### src/sv/pvdt_pkg.sv
`default_nettype none

package pvdt_pkg;

    localparam int COORD_W  = 32;
    localparam int REG_W    = 31;
    localparam int IDX_W    = 10;
    localparam int CFG_AW   = 3;
    localparam int FRAC_BITS = 24;

    localparam logic [REG_W-1:0] PERIOD_RESET = REG_W'(64'd1 << FRAC_BITS);
    localparam logic [REG_W-1:0] TOL_RESET    =
        REG_W'(((64'd1 << FRAC_BITS) + 64'd50000) / 64'd100000);

    localparam logic [CFG_AW-1:0] CFG_PERIOD_X  = CFG_AW'(0);
    localparam logic [CFG_AW-1:0] CFG_PERIOD_Y  = CFG_AW'(1);
    localparam logic [CFG_AW-1:0] CFG_PERIOD_Z  = CFG_AW'(2);
    localparam logic [CFG_AW-1:0] CFG_MATCH_TOL = CFG_AW'(3);

    typedef struct packed {
        logic signed [COORD_W-1:0] coord_x;
        logic signed [COORD_W-1:0] coord_y;
        logic signed [COORD_W-1:0] coord_z;
    } t_in_item;

    typedef struct packed {
        logic [IDX_W-1:0] unique_index;
        logic             is_new;
        logic             table_overflow;
    } t_out_item;

    typedef struct packed {
        logic signed [COORD_W-1:0] x;
        logic signed [COORD_W-1:0] y;
        logic signed [COORD_W-1:0] z;
    } t_vertex;

    typedef struct packed {
        logic [REG_W-1:0] period_x;
        logic [REG_W-1:0] period_y;
        logic [REG_W-1:0] period_z;
        logic [REG_W-1:0] match_tolerance;
    } t_cfg;

    typedef enum logic {
        BK_IDLE,
        BK_SCAN
    } t_back_state;

endpackage

`default_nettype wire

### src/sv/pvdt_front.sv
`default_nettype none

module pvdt_front (
    input  wire logic              i_clk,
    input  wire logic              i_rst_n,
    input  wire pvdt_pkg::t_cfg    i_cfg,
    input  wire logic              i_valid,
    output logic                   o_ready,
    input  wire pvdt_pkg::t_in_item i_in_item,
    output logic                   o_push_valid,
    input  wire logic              i_push_ready,
    output pvdt_pkg::t_vertex      o_push_vertex
);

    logic              r_valid;
    logic              n_valid;
    pvdt_pkg::t_vertex r_vert;
    pvdt_pkg::t_vertex n_vert;

    function automatic logic [pvdt_pkg::COORD_W-1:0] fold_axis(
        input logic [pvdt_pkg::COORD_W-1:0] c,
        input logic [pvdt_pkg::REG_W-1:0]   p
    );
        logic [pvdt_pkg::COORD_W:0] ce;
        logic [pvdt_pkg::COORD_W:0] pe;
        logic [pvdt_pkg::COORD_W:0] sum;
        logic [pvdt_pkg::COORD_W:0] dif;
        begin
            ce  = {c[pvdt_pkg::COORD_W-1], c};
            pe  = {{(pvdt_pkg::COORD_W+1-pvdt_pkg::REG_W){1'b0}}, p};
            sum = ce + pe;
            dif = ce - pe;
            if (c[pvdt_pkg::COORD_W-1]) begin
                fold_axis = sum[pvdt_pkg::COORD_W-1:0];
            end else if ($signed(ce) > $signed(pe)) begin
                fold_axis = dif[pvdt_pkg::COORD_W-1:0];
            end else begin
                fold_axis = c;
            end
        end
    endfunction

    assign o_ready = !r_valid || i_push_ready;

    always_comb begin
        n_valid = r_valid;
        n_vert  = r_vert;
        if (r_valid && i_push_ready) begin
            n_valid = 1'b0;
        end
        if (i_valid && o_ready) begin
            n_valid  = 1'b1;
            n_vert.x = fold_axis(i_in_item.coord_x, i_cfg.period_x);
            n_vert.y = fold_axis(i_in_item.coord_y, i_cfg.period_y);
            n_vert.z = fold_axis(i_in_item.coord_z, i_cfg.period_z);
        end
    end

    always_ff @(posedge i_clk) begin
        if (!i_rst_n) begin
            r_valid <= 1'b0;
        end else begin
            r_valid <= n_valid;
        end
    end

    always_ff @(posedge i_clk) begin
        r_vert <= n_vert;
    end

    assign o_push_valid  = r_valid;
    assign o_push_vertex = r_vert;

endmodule

`default_nettype wire

### config.mk
export PLATFORM = sky130hd
export DESIGN_NAME = pvdt_front
export DESIGN_NICKNAME = d
export VERILOG_FILES = /design/src/sv/pvdt_pkg.sv /design/src/sv/pvdt_front.sv
export SDC_FILE = /design/constraint.sdc
export NUM_CORES = 1
export LEC_CHECK = 0
export ABC_AREA = 1
export BUFFER_PORTS_ARGS = -buffer_cell sky130_fd_sc_hd__buf_2
export CORE_ASPECT_RATIO = 0.8
export CORE_MARGIN = 1
export CORE_UTILIZATION = 37
export CTS_CLUSTER_SIZE = 16
export DETAILED_ROUTE_END_ITERATION = 7
export HOLD_SLACK_MARGIN = 0.06
export SYNTH_ARGS = -nofsm -noshare
export SYNTH_HDL_FRONTEND = slang
export SYNTH_SLANG_ARGS = --single-unit
### constraint.sdc
create_clock -name i_clk -period 7.4 [get_ports i_clk]
set_input_delay 1.11 -clock i_clk [delete_from_list [all_inputs] [get_ports i_clk]]
set_output_delay 1.11 -clock i_clk [all_outputs]
set_load 0.01 [all_outputs]
==> results by group, run 1 <==
Yosys
  • Mux cell area share after synthesis: 0%
  • EDFF count, synth: 96
  • Mapped Area: about 19000 µm²
  • Asr flop ratio synth: 0%
  • Ys flop type: edfxtp_1
  • Post-synthesis adder-cell area fraction: 12.96%
  • Synth Area in XOR/XNOR: 3.479%
  • Synth Area in Compound Gates: 12.05%
  • Cells after Synth: around 3300
  • Area leader, netlist: nand2_1
  • Synth Register Bits: between 90 and 100
  • Synth warnings: 0
  • Synth top area share: a little under a quarter
  • Largest family of logic cells by synthesized area: simple AND/OR/NAND/NOR gates
  • Most frequent cell after synthesis: nand2_1
  • Syn Nets: roughly 3700
  • Synth unique cells: 49
  • Synth top cells by count: nand2_1, inv_1, nand3_1, nor2_1, a21oi_1
  • Avg Inst Size Synth: about 5.7 µm²
  • Post-synthesis simple-gate area fraction: between 40% and 50%
  • Largest cells by area after synthesis: nand2_1, edfxtp_1, ha_1
  • Seq/Total Area, Yosys: 15.37%

Worst setup path
  • Worst Path Max Fanout: 18
  • Critical R2R Capture: o_push_vertex[59]$_DFFE_PP_
  • Worst Path Arrival: roughly 3.9 ns
  • Critical Path RT: about 7.5 ns
  • Worst setup SP type: input port
  • Worst-case reg-to-reg path depth: 3
  • Critical path class: input port to flop
  • Critical path endpoint category: flop
  • R2r setup slk: 5.28 ns
  • Reg2reg start: o_push_valid$_SDFFE_PN0P_

Global routing
  • First-pass GRT wire length: between 100 and 150 mm
  • Via count of the first global-routing pass: just under 20000
  • Initial antenna violation count: 4
  • Largest net degree at the start of global routing: between 60 and 70
  • Grt total ovfl: 0
  • GRT Util Overall: around 29%

Power
  • Total power: around 2.8 mW
  • Leak: 12.14 nW
  • Maximum VDD drop: about 0.12 mV
  • PwrDens: ~130 nW/µm²

Cells and area
  • Non-Filler Instances: 4216
  • Share of cells above drive strength 1: between 10% and 20%
  • Post-layout net count: 3948
  • Layout area overhead: 12.16%
  • Finished Cell Area: approximately 21000 µm²

Clock network
  • Clk buf depth: 2
  • Clock root buffer: clkbuf_16
  • CTS tree: done
  • Post-CTS setup buffer count: 0
  • Hold-fix buffers, CTS: 0
  • Num Clock Sinks: just under 100
  • CTS Buf Count: 9
  • Htree depth: 3
  • Clock-pin slew on the worst setup and hold paths: 0.08 ns
  • Clk Latency, worst-skew pair: slightly above 0.4 ns
  • Post-CTS Resized: 0

Job
  • Max Cap Viol: 0

Min path
  • Hold Crit Class: flop to flop
  • Hold Path Sink: o_push_valid$_SDFFE_PN0P_
  • Hold depth: 2
  • Hold wc startpoint: o_push_valid$_SDFFE_PN0P_

Floorplanning
  • Die area: about 52000 µm²
  • Die H: roughly 200 µm
  • Num ports: 322
  • Initial Util: between 30% and 40%
  • Die Width: between 200 and 300 µm
  • Num rows: between 70 and 80
  • Core ar.: 50050 µm²

Timing
  • Worst slew margin: about two fifths
  • Final setup violating endpoints: 0
  • Total Negative Setup Slacks: 0 ns
  • Worst hold margin: between 0.5 and 0.6 ns
  • Worst-margin pin slew: approximately 0.90 ns
  • Layout Skew: 0.008982 ns
  • Final worst-path cycle share: between 50% and 60%
  • Max-slew violation count: 0
  • Final Hold Fails: 0
  • Fmax: 263.9 MHz
  • Final Critical Period: ~3.8 ns
  • RSZ-0062 raised after global routing: false

Routing
  • Wire per inst: around 18 µm
  • Vias: roughly 22000
  • Remaining antenna violation count: 0
  • # DRC: 0
  • Initial detailed-routing violation count: roughly 2200
  • WL final: roughly 76 mm
  • DRT Pass-1 Iters: 5
  • Vias per inst: 5.140

Place
  • IO Port Bufs: 290
  • DP Cell Count: between 4000 and 5000
  • GP Congestion: ~1
  • Cell Area, Placed: approximately 21000 µm²
  • DP HPWL: 64.96 mm

Outcome
  • Status: complete, no violations
==> worst max-delay path, cell delays in order <==
cell,delay (ns)
buf_2,0.10
inv_1,0.04
ha_1,0.19
inv_1,0.11
fa_1,0.28
nand2_1,0.08
nand3_1,0.10
nand3_1,0.10
nand2_1,0.21
nand2_2,0.10
nand2_2,0.19
nand2_4,0.08
nand2_4,0.19
nand3_4,0.29
inv_2,0.40
nand2_1,0.11
nand2_1,0.12
nand2_1,0.10
==> state kept, by name, indices dropped and copies added (netlist names) <==
name and cells:
o_push_valid 1, o_push_vertex 96
==> logic make-up after synthesis <==
kind of cell	count (synthesis)
DFF	97
adders and majority gates	192
buffers and inverters	679
xor gates and xnor gates	75
and+or+nand+nor	1852
AOI/OAI and AO/OA	390
==> cells in the final DEF, fill, tap and decap left out, types with 72 or more instances in the layout <==
cell type,Yosys,routed
inv_1,606,606
xor2_1,72,72
buf_2,23,290
a21oi_1,198,197
nor2_1,257,257
o21ai_0,76,76
ha_1,186,186
nand3_1,273,273
edfxtp_1,96,96
nand2_1,1139,1139
==> metrics by stage <==
stage | setup WS (ns) | util (%)
detailed placement | 3.243 | 41.72
global placement | 3.235 | 41.72
global route | 3.450 | 42.29
CTS | 3.685 | 42.29
floorplan | 1.035 | -
finish | 3.611 | 42.31
==> worst max-delay path by stage <==
| stage | from | to | slack, ns |
|---|---|---|---|
| after CTS | i_cfg[119] | o_push_vertex[95]$_DFFE_PP_ | 3.69 |
| after global routing | i_in_item[64] | o_push_vertex[87]$_DFFE_PP_ | 3.45 |
| after detailed placement | i_cfg[119] | o_push_vertex[95]$_DFFE_PP_ | 3.24 |
| after global placement | i_cfg[118] | o_push_vertex[95]$_DFFE_PP_ | 3.23 |
| after floorplan | i_valid | o_push_vertex[0]$_DFFE_PP_ | 1.03 |
| final | i_in_item[64] | o_push_vertex[87]$_DFFE_PP_ | 3.61 |
==> cell type report <==
type	count	area, µm²
multi-input cells	2509	13310
clock buffers	9	225.2
inverters	617	2316
well taps	675	844.6
diodes	4	10.01
repair buffers	298	1511
fillers	5706	28880
clock inverters	7	61.31
flip-flops and latches	97	2903
==> layer usage <==
layer / vias up / GRT usage [%] / share of wire (%)
met3: 78 / 4.840 / 9.2
li1: 10860 / - / -
met2: 896 / 42.99 / 41
met1: 9840 / 43.75 / 48
met5: - / 0 / 0
met4: 0 / 6.779 / 1.9
==> power breakdown <==
group          internal, mW  switching [mW]
clock                 0.236           0.278
combinational         0.482            1.08
sequential            0.685          0.0193
total                  1.40            1.38
Power figures use the tool's default switching activity.
==> inputs of run 2 (changes only) <==
==> constraint.sdc (replaced) <==
create_clock -name i_clk -period 3.2 [get_ports i_clk]
set_input_delay 0.48 -clock i_clk [delete_from_list [all_inputs] [get_ports i_clk]]
set_output_delay 0.48 -clock i_clk [all_outputs]
set_load 0.01 [all_outputs]
==> run 2 against run 1 <==
Effect of this change: cell count up 1.9%; sequential cell count unchanged; register-to-register slack got worse by 3.6 ns.
==> results by group, run 2 (synthesized netlist as in run 1, its figures left out) <==
Floorplanning
  • Num ports: 322 (unchanged)
  • Num rows: 73 (unchanged)
  • Die Width: 254.6 µm (unchanged)
  • Die area: 51940 µm² (unchanged)
  • Die H: 204.0 µm (unchanged)
  • Initial Util: 37.72% (unchanged)
  • Core ar.: 50050 µm² (unchanged)

Routing
  • Vias per inst: 5.110 (-0.59%)
  • Wire per inst: 17.75 µm (-2.1%)
  • Remaining antenna violation count: 0 (unchanged)
  • WL final: 76.27 mm (-0.20%)
  • # DRC: 0 (unchanged)
  • DRT Pass-1 Iters: 6 (+1)
  • Vias: 21950 (+1.3%)
  • Initial detailed-routing violation count: 2367 (+5.9%)

Place
  • DP HPWL: 65.43 mm (+0.73%)
  • Pre-CTS setup slack: 0.2165 ns (-3.027 ns)
  • GP Congestion: 1.013 (+0.87%)
  • IO Port Bufs: 290 (unchanged)
  • DP Cell Count: 4280 (+2.0%)
  • Cell Area, Placed: 21560 µm² (+3.3%)

Timing
  • Worst hold margin: 0.3252 ns (-0.2255 ns)
  • Worst setup margin: 0.5178 ns (-3.093 ns)
  • RSZ-0062 raised after global routing: false
  • Max-slew violation count: 0 (unchanged)
  • Layout Skew: 0.01935 ns (+0.01037 ns)
  • Worst slew margin: 53.81% (+14 points)
  • Final Hold Fails: 0 (unchanged)
  • Fmax: ~370 MHz
  • Total Negative Setup Slacks: 0 ns (unchanged)
  • Final setup violating endpoints: 0 (unchanged)
  • Worst-margin pin slew: 0.6929 ns (-0.2070 ns)
  • Final worst-path cycle share: a little over four fifths
  • Final Critical Period: 2.682 ns

Global routing
  • Grt total ovfl: 0 (unchanged)
  • Initial antenna violation count: 1 (-3)
  • Via count of the first global-routing pass: 20390 (+3.5%)
  • Largest net degree at the start of global routing: 97 (+59%)
  • First-pass GRT wire length: 116.3 mm (+1.6%)
  • GRT Util Overall: 29.47% (+0.25 points)

Cells and area
  • Antenna cell count: 0 (-4)
  • Final core utilization: 43.64% (+1.3 points)
  • Layout area overhead: 15.69%
  • Finished Cell Area: 21840 µm² (+3.1%)
  • Non-Filler Instances: 4296 (+1.9%)
  • Most frequent cells in the layout: nand2_1, inv_1, buf_2
  • Share of cells above drive strength 1: 13.70% (+2.0 points)
  • Post-layout net count: 4032 (+2.1%)
  • Max reg flops: 96 (unchanged)
  • Commonest non-fill, non-tap cell in the layout: nand2_1

Clock network
  • Clock root buffer: clkbuf_16
  • Clock-pin slew on the worst setup and hold paths: 0.08 ns (about the same)
  • Clk Latency, worst-skew pair: 0.40 ns (about the same)
  • Post-CTS Resized: 0 (unchanged)
  • Num Clock Sinks: 97 (unchanged)
  • Hold-fix buffers, CTS: 0 (unchanged)
  • CTS tree: done
  • Htree depth: 3 (unchanged)
  • Clk buf depth: 2 (unchanged)
  • Post-CTS setup buffer count: 0 (unchanged)
  • CTS Buf Count: 9 (unchanged)

Worst setup path
  • Slowest Stage Delay on Critical Path: 0.40 ns (about the same)
  • Critical Path RT: 3.33 ns (-4.21 ns)
  • Slowest CP cell: ha_1
  • Cells along the critical path: buf_2 -> inv_1 -> ha_1 -> nand2_1 -> inv_1 -> nand2_1 -> nand2_1 -> a21oi_1 -> nand2_2 -> nand2_4 -> nand2_4 -> nand3_4 -> buf_4 -> nand2_1 -> nand3_1 -> nand2_1
  • Cell repeated most along the worst path: nand2_1
  • Worst Path Arrival: 2.82 ns (-1.11 ns)
  • Critical path endpoint category: flop
  • Worst setup SP type: input port
  • Critical path class: input port to flop
  • Worst Path Max Fanout: 9 (-9)

Job
  • Max Cap Viol: 0 (unchanged)

Power
  • Maximum VDD drop: 0.2282 mV (+90%)
  • Leak: 12.55 nW (+3.4%)
  • PwrDens: 299.2 nW/µm² (+130%)
  • Total power: 6.536 mW (+140%)

Min path
  • Hold Crit Class: input port to flop

Outcome
  • Status: complete, no violations
run 2: final timing paths:
path | cells after the start | slack (ns) | to | from
worst max-delay path | 16 | 0.52 | o_push_vertex[82]$_DFFE_PP_ | i_cfg[103]
worst min-delay path | 2 | 0.33 | o_push_valid$_SDFFE_PN0P_ | i_rst_n
worst max register to register | 2 | 1.72 | o_push_vertex[24]$_DFFE_PP_ | o_push_valid$_SDFFE_PN0P_
worst min register to register | 2 | 0.57 | o_push_valid$_SDFFE_PN0P_ | o_push_valid$_SDFFE_PN0P_
run 2: area by class of cell:
| class | instances | area, µm² |
|---|---|---|
| Tap cell | 675 | 844.6 |
| Clock inverter | 7 | 56.30 |
| Multi-Input combinational cell | 2509 | 13310 |
| Clock buffer | 9 | 225.2 |
| Timing Repair Buffer | 382 | 2192 |
| Sequential cell | 97 | 2903 |
| Fill cell | 5673 | 28210 |
| Inverter | 617 | 2316 |
run 2: worst max-delay path: cells and delay by family:
| family | cells | cell delay (ns) |
|---|---|---|
| AOI/OAI and AO/OA | 1 | 0.36 |
| adders and majority gates | 1 | 0.40 |
| buffers and inverters | 4 | 0.42 |
| and+or+nand+nor | 10 | 1.11 |
run 2: per-layer routing:
layer / vias up / share of wire, % / track usage, %
li1: 11010 / - / -
met1: 9897 / 48 / 43.55
met2: 961 / 40 / 43.23
met3: 85 / 10 / 5.744
met4: 2 / 2.1 / 6.972
met5: - / 0.10 / 1.143
run 2: where the power goes:
part / total [mW] / internal, mW / switching [mW] / leakage [nW]
sequential: 1.63 / 1.59 / 0.0460 / 0.938
combinational: 3.76 / 1.23 / 2.53 / 11.5
clock: 1.15 / 0.535 / 0.614 / 0.131
