$ cat config.mk
export PLATFORM = sky130hd
export DESIGN_NAME = pvdt_queue
export DESIGN_NICKNAME = d
export VERILOG_FILES = /design/src/sv/pvdt_pkg.sv /design/src/sv/pvdt_queue.sv
export SDC_FILE = /design/constraint.sdc
export NUM_CORES = 1
export LEC_CHECK = 0
export ABC_AREA = 1
export ABC_CLOCK_PERIOD_IN_PS = 7800
export BUFFER_PORTS_ARGS = -buffer_cell sky130_fd_sc_hd__buf_2
export CELL_PAD_IN_SITES_DETAIL_PLACEMENT = 0
export CELL_PAD_IN_SITES_GLOBAL_PLACEMENT = 1
export CORE_MARGIN = 2
export CORE_UTILIZATION = 44
export DETAILED_ROUTE_END_ITERATION = 10
export GPL_ROUTABILITY_DRIVEN = 0
export PLACE_DENSITY = 0.76
export SETUP_SLACK_MARGIN = 0.1
export SLEW_MARGIN = 0
export SYNTH_ARGS = -nofsm -noshare
export SYNTH_HDL_FRONTEND = slang
export SYNTH_SLANG_ARGS = --single-unit
$ cat constraint.sdc
create_clock -name i_clk -period 7.8 [get_ports i_clk]
set_clock_uncertainty 0.15 [all_clocks]
set_input_delay 1.56 -clock i_clk [delete_from_list [all_inputs] [get_ports i_clk]]
set_output_delay 1.56 -clock i_clk [all_outputs]
set_load 0.05 [all_outputs]
$ cat src/sv/pvdt_pkg.sv
`default_nettype none

package pvdt_pkg;

    localparam int COORD_W  = 32;
    localparam int REG_W    = 31;
    localparam int IDX_W    = 10;
    localparam int CFG_AW   = 3;
    localparam int FRAC_BITS = 24;

    localparam logic [REG_W-1:0] PERIOD_RESET = REG_W'(64'd1 << FRAC_BITS);
    localparam logic [REG_W-1:0] TOL_RESET    =
        REG_W'(((64'd1 << FRAC_BITS) + 64'd50000) / 64'd100000);

    localparam logic [CFG_AW-1:0] CFG_PERIOD_X  = CFG_AW'(0);
    localparam logic [CFG_AW-1:0] CFG_PERIOD_Y  = CFG_AW'(1);
    localparam logic [CFG_AW-1:0] CFG_PERIOD_Z  = CFG_AW'(2);
    localparam logic [CFG_AW-1:0] CFG_MATCH_TOL = CFG_AW'(3);

    typedef struct packed {
        logic signed [COORD_W-1:0] coord_x;
        logic signed [COORD_W-1:0] coord_y;
        logic signed [COORD_W-1:0] coord_z;
    } t_in_item;

    typedef struct packed {
        logic [IDX_W-1:0] unique_index;
        logic             is_new;
        logic             table_overflow;
    } t_out_item;

    typedef struct packed {
        logic signed [COORD_W-1:0] x;
        logic signed [COORD_W-1:0] y;
        logic signed [COORD_W-1:0] z;
    } t_vertex;

    typedef struct packed {
        logic [REG_W-1:0] period_x;
        logic [REG_W-1:0] period_y;
        logic [REG_W-1:0] period_z;
        logic [REG_W-1:0] match_tolerance;
    } t_cfg;

    typedef enum logic {
        BK_IDLE,
        BK_SCAN
    } t_back_state;

endpackage

`default_nettype wire

$ cat src/sv/pvdt_queue.sv
`default_nettype none

module pvdt_queue (
    input  wire logic              i_clk,
    input  wire logic              i_rst_n,
    input  wire logic              i_push_valid,
    output logic                   o_push_ready,
    input  wire pvdt_pkg::t_vertex i_push_vertex,
    output logic                   o_pop_valid,
    input  wire logic              i_pop_ready,
    output pvdt_pkg::t_vertex      o_pop_vertex
);

    pvdt_pkg::t_vertex r_mem [2];
    logic              r_wr_ptr;
    logic              r_rd_ptr;
    logic [1:0]        r_fill;
    logic              n_wr_ptr;
    logic              n_rd_ptr;
    logic [1:0]        n_fill;
    logic              push;
    logic              pop;

    assign o_push_ready = (r_fill != 2'd2);
    assign o_pop_valid  = (r_fill != 2'd0);
    assign o_pop_vertex = r_mem[r_rd_ptr];
    assign push         = i_push_valid && o_push_ready;
    assign pop          = o_pop_valid && i_pop_ready;

    always_comb begin
        n_wr_ptr = push ? !r_wr_ptr : r_wr_ptr;
        n_rd_ptr = pop ? !r_rd_ptr : r_rd_ptr;
        n_fill   = r_fill;
        if (push && !pop) begin
            n_fill = r_fill + 2'd1;
        end else if (pop && !push) begin
            n_fill = r_fill - 2'd1;
        end
    end

    always_ff @(posedge i_clk) begin
        if (!i_rst_n) begin
            r_wr_ptr <= 1'b0;
            r_rd_ptr <= 1'b0;
            r_fill   <= 2'd0;
        end else begin
            r_wr_ptr <= n_wr_ptr;
            r_rd_ptr <= n_rd_ptr;
            r_fill   <= n_fill;
        end
    end

    always_ff @(posedge i_clk) begin
        if (push) begin
            r_mem[r_wr_ptr] <= i_push_vertex;
        end
    end

endmodule

`default_nettype wire

==> flow_results.org, run 1 <==
** Setup path
- Count of cells along the worst register-to-register path :: 5
- Flop2flop setup slack :: 5.07 ns
- The critical path is of the flip-flop to output pin type.
- Endpoint type of the worst setup path :: output pin
- Source of the worst register-to-register timing path :: r_fill[0]
- The signal on the critical path passes through buf_4 > mux2_2 > buf_2.
- Data required time of the worst path :: 6.09 ns
- Maximum single-stage delay on the critical path :: 0.81 ns
- In this run the worst path has a maximum fanout of 60.
- For this design, the slowest cell found on the critical path is sky130_fd_sc_hd__buf_4.
- Data on the critical path arrives at its endpoint at 2.63 ns.
- STA classifies the critical path startpoint as a flip-flop.
- Reg-to-reg endpoint :: r_mem[0][58]

** Synthesis
- The commonest cells after synthesis are 192 x sky130_fd_sc_hd__edfxtp_1, 56 x sky130_fd_sc_hd__mux2_2, 40 x sky130_fd_sc_hd__mux2_4, 9 x sky130_fd_sc_hd__nand2_1.
- Summing every instance area after synthesis gives 7370 um^2.
- Yosys mapped the design onto 17 distinct sky130hd cell types.
- Syn_nets :: 437
- Main synth FF type :: sky130_fd_sc_hd__edfxtp_1
- A synthesized cell averages 21.9 um^2.
- Largest cells by area after synthesis :: sky130_fd_sc_hd__edfxtp_1 78%, sky130_fd_sc_hd__mux2_2 8.6%, sky130_fd_sc_hd__mux2_4 8.2%
- Cells after Synth :: 336
- Summing the sequential cell areas from Yosys gives 79.6% of the chip area.
- After synthesis the netlist holds a flip-flop and latch count of 197.
- After synthesis, the share of flip-flops with an asynchronous set or reset is 0%.
- EDFF count, synth :: 192
- The top cell type by area accounts for 78.2% of the synthesized area.
- Total of warnings raised by yosys :: 0
- By instance count, the leading cell after synthesis is sky130_fd_sc_hd__edfxtp_1.
- Library cell with the largest summed area after synthesis :: sky130_fd_sc_hd__edfxtp_1

** STA
- Fmax :: 0.230 GHz
- Unrepaired setup endpoints after global routing :: false
- Worst slew slack as a fraction of its limit :: 32.1%
- Hold violation count in the final report :: 0
- Setup TNS :: 0 ns
- Setup violations remaining at the end of the flow were counted as 0.
- The count of final max-slew check failures is 0.
- Of the available clock period, the critical path in the final layout requires 55.6%.
- Hold is met by 0.349 ns.
- Fin crit period :: 4.34 ns
- Slew at the pin closest to its max-slew limit :: 1.02 ns

** Placed design
- After legalization and detailed placement, the total HPWL measured 8680 um.
- In this run the tool buffered the top-level ports with 197 buffer cells.

** Detailed routing
- DR WL met2 :: 6480 um
- The first routing iteration left 151 violations.
- Total Routed Length :: 13100 um
- Summing over every cut layer, the via total after detailed routing is 3683.
- Number of optimization iterations in the first detailed-route pass :: 4
- Antenna Nets Post-Route :: 0
- Wire length on met3 :: 961 um
- Average routed wire per standard cell :: 16.9 um
- # DRC :: 0
- Using the TritonRoute via totals, the vias-per-cell ratio works out to 4.75.
- Uppermost layer routed :: met4
- For this block, wires on met1 add up to 5490 um.

** Run
- Max-capacitance violation count :: 0

** GRT
- Entering global routing, the biggest net connects 77 pins.
- The number of global-route vias before repair is 3960.
- The initial antenna violation count came to 0.
- Wire length of the first global-routing pass :: 20100 um
- Aggregate global routing overflow :: 0
- GRT Util Overall :: 15.0%

** Clock tree
- For the worst-skew pair, the clock arrives at the later sink with an insertion delay of 0.41 ns.
- Clk sink count :: 197
- TritonCTS created 17 clock buffers.
- In this run the number of H-tree levels came out at 4.
- Post-CTS repair changed the size of 0 cells.
- Deepest clock path buffer count :: 2
- Reg clk slew, reported paths :: 0.06 ns
- The cell sitting at the root of the clock tree is a sky130_fd_sc_hd__clkbuf_16.
- CTS tree :: built
- Setup repair bufs after CTS :: 0
- After clock tree synthesis, the flow added hold-fix buffers numbering 0.

** Status
- Result of the run :: completed

** Die
- The region available for standard cell placement spans 16500 um^2.
- In this run the count of I/O pins placed on the die edge is 198.
- Height of the chip :: 133 um
- In this run the core area contains 47 standard-cell rows.
- The die covers 17800 um^2.
- Chip width :: 133 um
- The initial utilization of the core area, before any placement, comes to 44.7%.

** Layout
- Cells fill 55.7% of the core in the end.
- Fraction of final layout cells with drive strength greater than 1 :: 58.8%
- Net total in the final layout :: 645
- From synthesis to final layout, the design area changed by 24.5%.
- Fill cells in the final layout number 1318.
- Number of antenna repair diodes :: 0

** Worst hold path
- Along the worst hold path, the cell count comes to 2.
- WHS Endpoint :: r_rd_ptr
- Worst Hold Class :: flip-flop to flip-flop
- Hold path startpoint :: r_rd_ptr

** Power and ir drop
- For this design the ratio of total power to cell area is 373 nW/um^2.
- Leakage power :: 3.52 nW
- IR analysis of the VDD net gives a maximum drop of 0.199 mV.
- Total power for the finished layout comes to 3.42 mW.
==> cells by family (layout without fill, tap and decap cells) <==
logic type | Yosys count | count (layout) | share of synthesized area (%)
AND/OR/NAND/NOR | 19 | 19 | 1.02
adder cells (fa/ha/maj) | 1 | 1 | 0.170
multiplexers | 96 | 96 | 16.7
AO/OA/AOI/OAI | 4 | 4 | 0.306
flip-flops | 197 | 197 | 79.6
buffers and inverters | 19 | 239 | 2.19
==> cells in the final DEF, fill, tap and decap left out <==
cell type	netlist	final
sky130_fd_sc_hd__mux2_4	40	40
sky130_fd_sc_hd__buf_2	5	197
sky130_fd_sc_hd__nand3_1	1	1
sky130_fd_sc_hd__clkinv_4	0	1
sky130_fd_sc_hd__edfxtp_1	192	192
sky130_fd_sc_hd__mux2_2	56	56
sky130_fd_sc_hd__dfxtp_4	0	1
sky130_fd_sc_hd__ha_1	1	1
sky130_fd_sc_hd__bufinv_16	0	5
sky130_fd_sc_hd__clkinv_1	0	2
sky130_fd_sc_hd__inv_1	8	8
sky130_fd_sc_hd__dfxtp_1	5	4
sky130_fd_sc_hd__o21ai_0	2	2
sky130_fd_sc_hd__clkbuf_1	0	1
sky130_fd_sc_hd__clkbuf_16	0	17
sky130_fd_sc_hd__o21a_1	1	1
sky130_fd_sc_hd__a21oi_1	1	1
sky130_fd_sc_hd__buf_4	0	3
sky130_fd_sc_hd__nor2_4	0	2
sky130_fd_sc_hd__clkinv_2	0	2
sky130_fd_sc_hd__nor2_1	8	6
sky130_fd_sc_hd__nand4_1	1	1
sky130_fd_sc_hd__inv_6	0	3
sky130_fd_sc_hd__nand2_1	9	9
==> per-stage QoR <==
step	std cells	cell area, um^2	setup slack, ns
CTS	776	9170	3.40
floorplan	336	7370	1.42
global route	776	9170	3.30
global placement	745	8540	3.91
detailed placement	745	8540	3.86
finish	776	9170	3.46
==> where the power goes <==
group,switching (mW),internal (mW)
Sequential,0.0589,1.34
Clock,0.361,0.568
Combinational,0.779,0.314
==> critical path, delay by kind of cell (launching register included) <==
family                 cells  cell delay (ns)
muxes                      1             0.43
DFF                        1             0.68
buffers and inverters      2             1.02
==> state kept, by name, summed over array words and instances (netlist names), named ones only <==
name and flops:
r_fill 2, r_rd_ptr 1, r_mem 192, r_wr_ptr 1
==> cell type report <==
| cell class | instances | area (um^2) | area share [%] |
|---|---|---|---|
| flip-flops and latches | 197 | 5870 | 64.0 |
| multi-input cells | 120 | 1360 | 14.8 |
| well taps | 220 | 275 | 3.00 |
| clock inverters | 13 | 203 | 2.21 |
| inverters | 8 | 30.0 | 0.327 |
| repair buffers | 200 | 1010 | 11.0 |
| clock buffers | 18 | 429 | 4.68 |
==> routing by layer <==
metal	track usage [%]	vias up
met2	25.3	137
met1	17.6	1809
met3	5.86	15
met4	5.14	0
met5	0	-
li1	-	1722
==> worst max-delay path by stage <==
stage / to / cells after the start
2_1_floorplan: r_mem[0][0] / 2
3_3_place_gp: r_mem[0][9] / 4
3_5_place_dp: o_pop_vertex[92] / 3
4_1_cts: o_pop_vertex[92] / 3
5_1_grt: o_pop_vertex[92] / 3
6_report: o_pop_vertex[92] / 3
(Power assumes the default switching activity.)
==> run 2, diff against run 1 <==
ABC_CLOCK_PERIOD_IN_PS = 3600   (was 7800)
CORE_UTILIZATION = 40   (was 44)
PLACE_DENSITY = 0.73   (was 0.76)
clock period = 3.6 ns   (was 7.8 ns; I/O delays follow)
==> run 2 against run 1 <==
Compared with the run above: global-route usage down 1.4 points; wire length up 0.53%; via count up 0.90%; die area up 9.7%; non-clock buffer count up 3; setup slack worse by 2.8 ns; critical endpoint is now o_pop_vertex[88]; largest power group unchanged; highest routed layer unchanged.
==> flow_results.org, run 2 (synthesis gave the netlist of run 1 again) <==
** Layout
- Ranked by flip-flop count, first place goes to r_mem.
- In the final layout, the registers with the most flip-flops are r_mem (192), r_fill (2).
- Number of flip-flops in the largest register :: 192
- Most common cell after layout, fill and taps aside :: sky130_fd_sc_hd__buf_2
- Area overhead of the layout relative to synthesis :: 24.1%
- Net total in the final layout :: 648
- Commonest cells after routing, fill and taps aside :: 197 x sky130_fd_sc_hd__buf_2, 192 x sky130_fd_sc_hd__edfxtp_1, 56 x sky130_fd_sc_hd__mux2_2
- Fraction of final layout cells with drive strength greater than 1 :: 59.1%
- The finished layout holds 789 standard cells, fillers aside.
- Final core occ :: 50.7%
- The number of antenna diodes in the final layout is 0.

** Power and ir drop
- Of the total power, combinational logic draws 33.4%.
- Int Pwr :: 4.55 mW
- Fraction of power spent switching nets :: 36.6%
- In this run the static leakage power is 3.49 nW.
- Sequential share of power :: 42.0%
- IR analysis of the VDD net gives a maximum drop of 0.434 mV.
- The share of total power dissipated in the clock network is 24.6%.
- For this design the total switching power over the nets is 2.63 mW.
- PD cells :: 785 nW/um^2

** STA
- The worst pin sits at a relative slew slack of 43.1%.
- Fin crit period :: 2.95 ns
- Total of endpoints with negative setup slack in the final report :: 0
- On the final layout, the worst hold slack is 0.337 ns.
- Final Cycle Share :: 81.9%
- Derived from the worst setup path, the maximum achievable clock frequency is 0.339 GHz.
- Across all setup checks in the final design, the least slack found is 0.651 ns.
- Hold violation count in the final report :: 0
- Unrepaired setup endpoints after global routing :: false
- The count of final max-slew check failures is 0.
- Adding up every negative setup slack in the final design gives 0 ns.
- Slew at the pin closest to its max-slew limit :: 0.853 ns

** Detailed routing
- After detailed routing, the total wire length is 13200 um.
- Once detail routing completed, the nets flagged for antenna violations numbered 0.
- Number of optimization iterations in the first detailed-route pass :: 4
- Average routed wire per standard cell :: 16.7 um
- For this block, the initial DRC count from the detailed router was 222.
- Via total after detailed routing :: 3716
- After detailed routing, the number of remaining DRC violations is 0.
- Using the TritonRoute via totals, the vias-per-cell ratio works out to 4.71.

** Clock tree
- Reg clk slew, reported paths :: 0.07 ns
- The number of clock buffers added by TritonCTS is 17.
- Clock latency of the later-clocked register in the worst-skew pair :: 0.41 ns
- Deepest clock path buffer count :: 2
- Counting every sink on the clock net gives 197.
- Post-CTS repair changed the size of 0 cells.
- TritonCTS built the clock tree.
- Setup repair bufs after CTS :: 0
- In this run, post-CTS hold repair placed 0 buffers.
- The cell sitting at the root of the clock tree is a sky130_fd_sc_hd__clkbuf_16.
- Max H-tree Level :: 4

** Setup path
- The worst setup path is launched from a flip-flop.
- For the worst setup path, the data arrival time is 2.08 ns.
- Of all nets on the critical path, the largest fanout is 48.
- By startpoint and endpoint, the worst setup path is classified as flip-flop to output pin.
- For the worst setup path, the data required time is 2.73 ns.
- Endpoint type of the worst setup path :: output pin

** Die
- The initial utilization of the core area, before any placement, comes to 40.9%.
- Chip width :: 140 um
- I/O pin cnt :: 198
- Number of core rows :: 49
- Height of the chip :: 140 um
- The core region is 18000 um^2.
- The die covers 19500 um^2.

** GRT
- Vias in the first global route :: 4061
- For this run the aggregate overflow at the end of global routing stands at 0.
- The first global-routing pass estimated 20700 um of wire.
- Antenna violations before repair :: 0
- In the global route stage, overall resource usage came out at 13.6%.
- Maximum number of pins on one net before global-route repair :: 62

** Status
- The run finished with clean final reports.

** Placed design
- Timing analysis after detailed placement gives a worst setup slack of 1.05 ns.
- The wire-length estimate of the detail-placed layout is 8850 um.
- Number of port buffers :: 197
- Counting tap cells, the placed design contains a total of 757 instances.

** Worst hold path
- Worst Hold Class :: input port to flip-flop

** Run
- Max-capacitance violation count :: 0
[run 2: changes by cell type in the layout (fill, tap and decap cells not counted)]
cell / before / now
sky130_fd_sc_hd__bufinv_16: 5 / 1
sky130_fd_sc_hd__clkinvlp_4: 0 / 4
sky130_fd_sc_hd__buf_4: 3 / 5
sky130_fd_sc_hd__inv_8: 0 / 2
sky130_fd_sc_hd__buf_12: 0 / 1
sky130_fd_sc_hd__inv_6: 3 / 2
[run 2: critical path, cell delays in order, from the launching register on]
cell and delay, ns:
sky130_fd_sc_hd__dfxtp_4 0.64, sky130_fd_sc_hd__buf_12 0.35, sky130_fd_sc_hd__mux2_2 0.40, sky130_fd_sc_hd__buf_2 0.22
[run 2: path summary, 6_finish.rpt]
| path | slack (ns) | endpoint | from | cells past startpoint |
|---|---|---|---|---|
| worst min-delay path | 0.34 | r_mem[0][36] | i_push_vertex[36] | 1 |
| worst min register to register | 0.35 | flip-flop | r_rd_ptr | 2 |
| worst max-delay path | 0.65 | o_pop_vertex[88] | flip-flop | 3 |
| worst max register to register | 1.49 | r_mem[1][76] | r_fill[0] | 5 |
[run 2: cell type report]
type / instances / area, um^2
flip-flops and latches: 197 / 5870
inverters: 8 / 30.0
well taps: 229 / 287
clock inverters: 14 / 126
fillers: 1519 / 8880
multi-input cells: 120 / 1360
repair buffers: 203 / 1040
clock buffers: 18 / 429
[run 2: layer usage]
layer / routed length, um / vias up / track usage, %
li1: - / 1735 / -
met1: 5460 / 1838 / 16.6
met5: 0 / - / 0
met4: 161 / 0 / 4.11
met3: 795 / 12 / 4.54
met2: 6770 / 131 / 23.2
[run 2: power by group through the flow]
stage	combinational (mW)	sequential, mW	clock, mW
2_1_floorplan	2.01	3.02	0
3_3_place_gp	2.41	3.05	0
3_5_place_dp	2.43	3.07	0
4_1_cts	2.44	3.03	1.82
5_1_grt	2.52	3.05	1.91
6_report	2.40	3.02	1.76
[run 2: through the flow]
stage	power [mW]	cell area, um^2
after floorplan	5.04	7370
final	7.18	9140
after detailed placement	5.50	8590
after global routing	7.48	9140
after CTS	7.28	9140
after global placement	5.46	8590
==> run 3, diff against run 2 <==
ABC_AREA = 0   (was 1)
ABC_CLOCK_PERIOD_IN_PS = 2400   (was 3600)
clock period = 2.4 ns   (was 3.6 ns; I/O delays follow)
==> run 3 against run 2 <==
Compared with the run above: total power is 70% higher; final cell count is 0.13% higher; via count is 1.8% higher; non-clock buffer count is 14 higher; utilization is 3.9 points higher; flip-flop and latch count stayed put; setup slack worse by 0.53 ns; synthesized cell count is 3.9% lower; register-to-register slack worse by 0.80 ns; hold slack worse by 0.25 ns; global-route usage is 0.41 points higher; clock power is 66% higher; largest power group is now combinational cells.
==> flow_results.org, run 3 <==
** Synthesis
- The most used flip-flop cell after synthesis is sky130_fd_sc_hd__edfxtp_1.
- After technology mapping, the gate count stands at 323.
- Fraction of synthesized cell area taken by the top area cell type :: 78.6%
- Largest cells by area after synthesis :: sky130_fd_sc_hd__edfxtp_1 79%, sky130_fd_sc_hd__mux2_2 8.6%, sky130_fd_sc_hd__mux2_4 8.2%
- Synthesis produced a netlist with a net count of 424.
- sky130_fd_sc_hd__edfxtp_1 is the most common cell in the netlist.
- Seq/Total Area, Yosys :: 80.0%
- Library cell with the largest summed area after synthesis :: sky130_fd_sc_hd__edfxtp_1
- Post-synthesis sequential element count :: 197
- In the synthesized netlist, the cells that appear most often are 192 x sky130_fd_sc_hd__edfxtp_1, 56 x sky130_fd_sc_hd__mux2_2, 40 x sky130_fd_sc_hd__mux2_4, 6 x sky130_fd_sc_hd__buf_6.
- For this run, asynchronously set or reset flops after synthesis account for 0%.
- The synthesized netlist occupies a cell area of 7330 um^2.
- The number of different library cells used by synthesis comes to 21.
- The synthesized design contains 192 enable-type register cells.
- Total of warnings raised by yosys :: 0
- Averaged over all synthesized cells, the footprint is 22.7 um^2.

** Setup path
- The worst setup path is launched from a flip-flop.
- Among all stages on the critical path, the largest delay is contributed by sky130_fd_sc_hd__dfxtp_4.
- Worst path cell trace :: buf_12 > clkbuf_16 > mux2_2 > buf_6
- By startpoint and endpoint, the worst setup path is classified as flip-flop to output pin.
- For the worst setup path, the data required time is 1.77 ns.
- The cell family contributing the most delay on the critical path is buffers and inverters.
- The worst setup path is captured at an output pin.
- Data arrives at the worst endpoint at 1.65 ns.
- On the worst path, the slowest cell contributes a delay of 0.37 ns.
- The critical path contains buffers and inverters numbering 3 combined.
- Peak fanout along the critical path :: 9

** Detailed routing
- Initial DRC count :: 247
- Via total after detailed routing :: 3782
- In this run the remaining antenna-violating nets after routing total 0.
- Total Routed Length :: 14900 um
- Number of optimization iterations in the first detailed-route pass :: 4
- For this run, design rule violations remaining after detail routing come to 0.
- After detailed routing, the average wire length per cell comes to 18.9 um.
- Dividing the detail-routed via count by the number of cells gives 4.79.

** Die
- Area enclosed by the die boundary :: 19400 um^2
- Chip width :: 139 um
- The die is 139 um tall.
- The core region is 18000 um^2.
- I/O pin cnt :: 198
- Once the floorplan was initialized, standard cells occupied 40.8% of the core.
- Number of core rows :: 49

** GRT
- The number of global-route vias before repair came to 3928.
- In the global route stage, met3 resource usage came out at 4.37%.
- In the global route stage, met2 resource usage came out at 23.0%.
- Global routing consumed, over all layers together, 14.0% of the routing resources.
- Routing layer with the top usage in global route :: met2
- Antenna violations before repair :: 0
- Met1 track demand over resource in global routing :: 17.8%
- Wire length of the first global-routing pass :: 20900 um
- Maximum number of pins on one net before global-route repair :: 52
- Aggregate global routing overflow :: 0

** Clock tree
- CTS tree :: built
- Deepest clock path buffer count :: 2
- Root Buffer Master :: sky130_fd_sc_hd__clkbuf_16
- Reg clk slew, reported paths :: 0.07 ns
- Clk sink count :: 197
- The H-tree was split into 4 levels.
- Counting the buffers created by CTS gives 17.
- At the later pin of the worst-skew pair, clock insertion delay measures 0.42 ns.

** Run
- Max-capacitance violation count :: 0

** Layout
- Number of flip-flops in the largest register :: 192
- Biggest register :: r_mem
- Fraction of final layout cells with drive strength greater than 1 :: 62.7%
- The final layout contains 649 nets.
- Compared with the post-synthesis result, the final layout area differs by 33.9%.
- 0 antenna diodes ended up in the layout.
- The library cell used most frequently in the layout, excluding fill and tap cells, is sky130_fd_sc_hd__edfxtp_1.
- The largest registers in the layout are r_mem (192), r_fill (2).
- Commonest cells after routing, fill and taps aside :: 192 x sky130_fd_sc_hd__edfxtp_1, 123 x sky130_fd_sc_hd__buf_2, 55 x sky130_fd_sc_hd__mux2_2
- After filler insertion, the fill cell instance count of the layout stands at 1454.

** Status
- The run finished with clean final reports.

** STA
- Final count of pins violating max slew :: 0
- Slew at the pin closest to its max-slew limit :: 0.308 ns
- Worst slew slack as a fraction of its limit :: 79.5%
- Unrepaired setup endpoints after global routing :: true
- Fmax :: 0.438 GHz
- Setup violations remaining at the end of the flow were counted as 0.
- The clock period could shrink to 2.28 ns.
- Setup TNS :: 0 ns
- In the finished design, the share of the clock period the worst path needs comes to 95.0%.
- The hold violation total from the final report came to 0.

** Power and ir drop
- PD cells :: 1240 nW/um^2
- Largest vdd supply drop :: 0.582 mV
- Leakage power :: 3.73 nW
- After layout, the design draws a total of 12.2 mW.

** Placed design
- Number of port buffers :: 197
- Detailed placement HPWL :: 8970 um

** Worst hold path
- The tightest min-delay check is of the input port to flip-flop type.
run 3: worst paths after layout:
path,depth (start not counted),to,from,slack [ns]
worst min-delay path,1,r_mem[0][34],i_push_vertex[34],0.09
worst min register to register,2,r_fill[1],r_fill[1],0.42
worst max register to register,5,r_fill[1],r_fill[1],0.69
worst max-delay path,4,o_pop_vertex[45],flip-flop,0.12
run 3: timing repair:
item / in CTS / in global routing
endpoints found under the setup margin: 92 / 96
hold buffers: 0 / 0
pin swaps: 0 / 0
setup buffers: 0 / 2
gates cloned: 0 / 12
hold endpoints to repair: 0 / 0
resized for setup: 1 / 176
run 3: cells by family after synthesis:
| logic type | synth area share, % |
|---|---|
| AO/OA/AOI/OAI | 0.478 |
| flip-flops | 80.0 |
| multiplexers | 16.8 |
| AND/OR/NAND/NOR | 0.887 |
| buffers and inverters | 1.31 |
| adder cells (fa/ha/maj) | 0.171 |
| XOR/XNOR | 0.358 |
run 3: routing by layer:
layer	part of all wire, %	wire, um	vias to the layer above
met2	48	7220	130
met4	1.4	206	0
met1	45	6650	1902
met5	0	0	-
met3	5.8	864	16
li1	-	-	1734
run 3: power by group:
group / total (mW) / leakage (nW) / switching (mW) / internal (mW)
logic: 4.83 / 1.59 / 3.00 / 1.83
clock network: 2.93 / 0.295 / 1.26 / 1.67
registers: 4.42 / 1.84 / 0.128 / 4.30
run 3: per-stage QoR:
| stage | setup WS, ns | std cells | hold WS, ns | utilization (%) | cell area [um^2] |
|---|---|---|---|---|---|
| 4_1_cts | 0.0200 | 776 | 0.0689 | 51.6 | 9270 |
| 3_5_place_dp | 0.479 | 744 | 0.412 | 48.1 | 8650 |
| 5_1_grt | 0.0729 | 790 | 0.0681 | 54.7 | 9820 |
| 2_1_floorplan | -0.288 | 323 | 0.362 | - | 7340 |
| 3_3_place_gp | 0.489 | 744 | 0.381 | 48.1 | 8650 |
| 6_report | 0.119 | 790 | 0.0917 | 54.7 | 9820 |
run 3: layout make-up:
cell class,count,area [um^2],area share [%]
Inverter,1,7.51,0.0765
Timing Repair Buffer,217,1660,16.9
Tap cell,229,287,2.92
Sequential cell,197,5870,59.8
Multi-Input combinational cell,114,1380,14.0
Clock inverter,15,194,1.98
Clock buffer,17,425,4.33
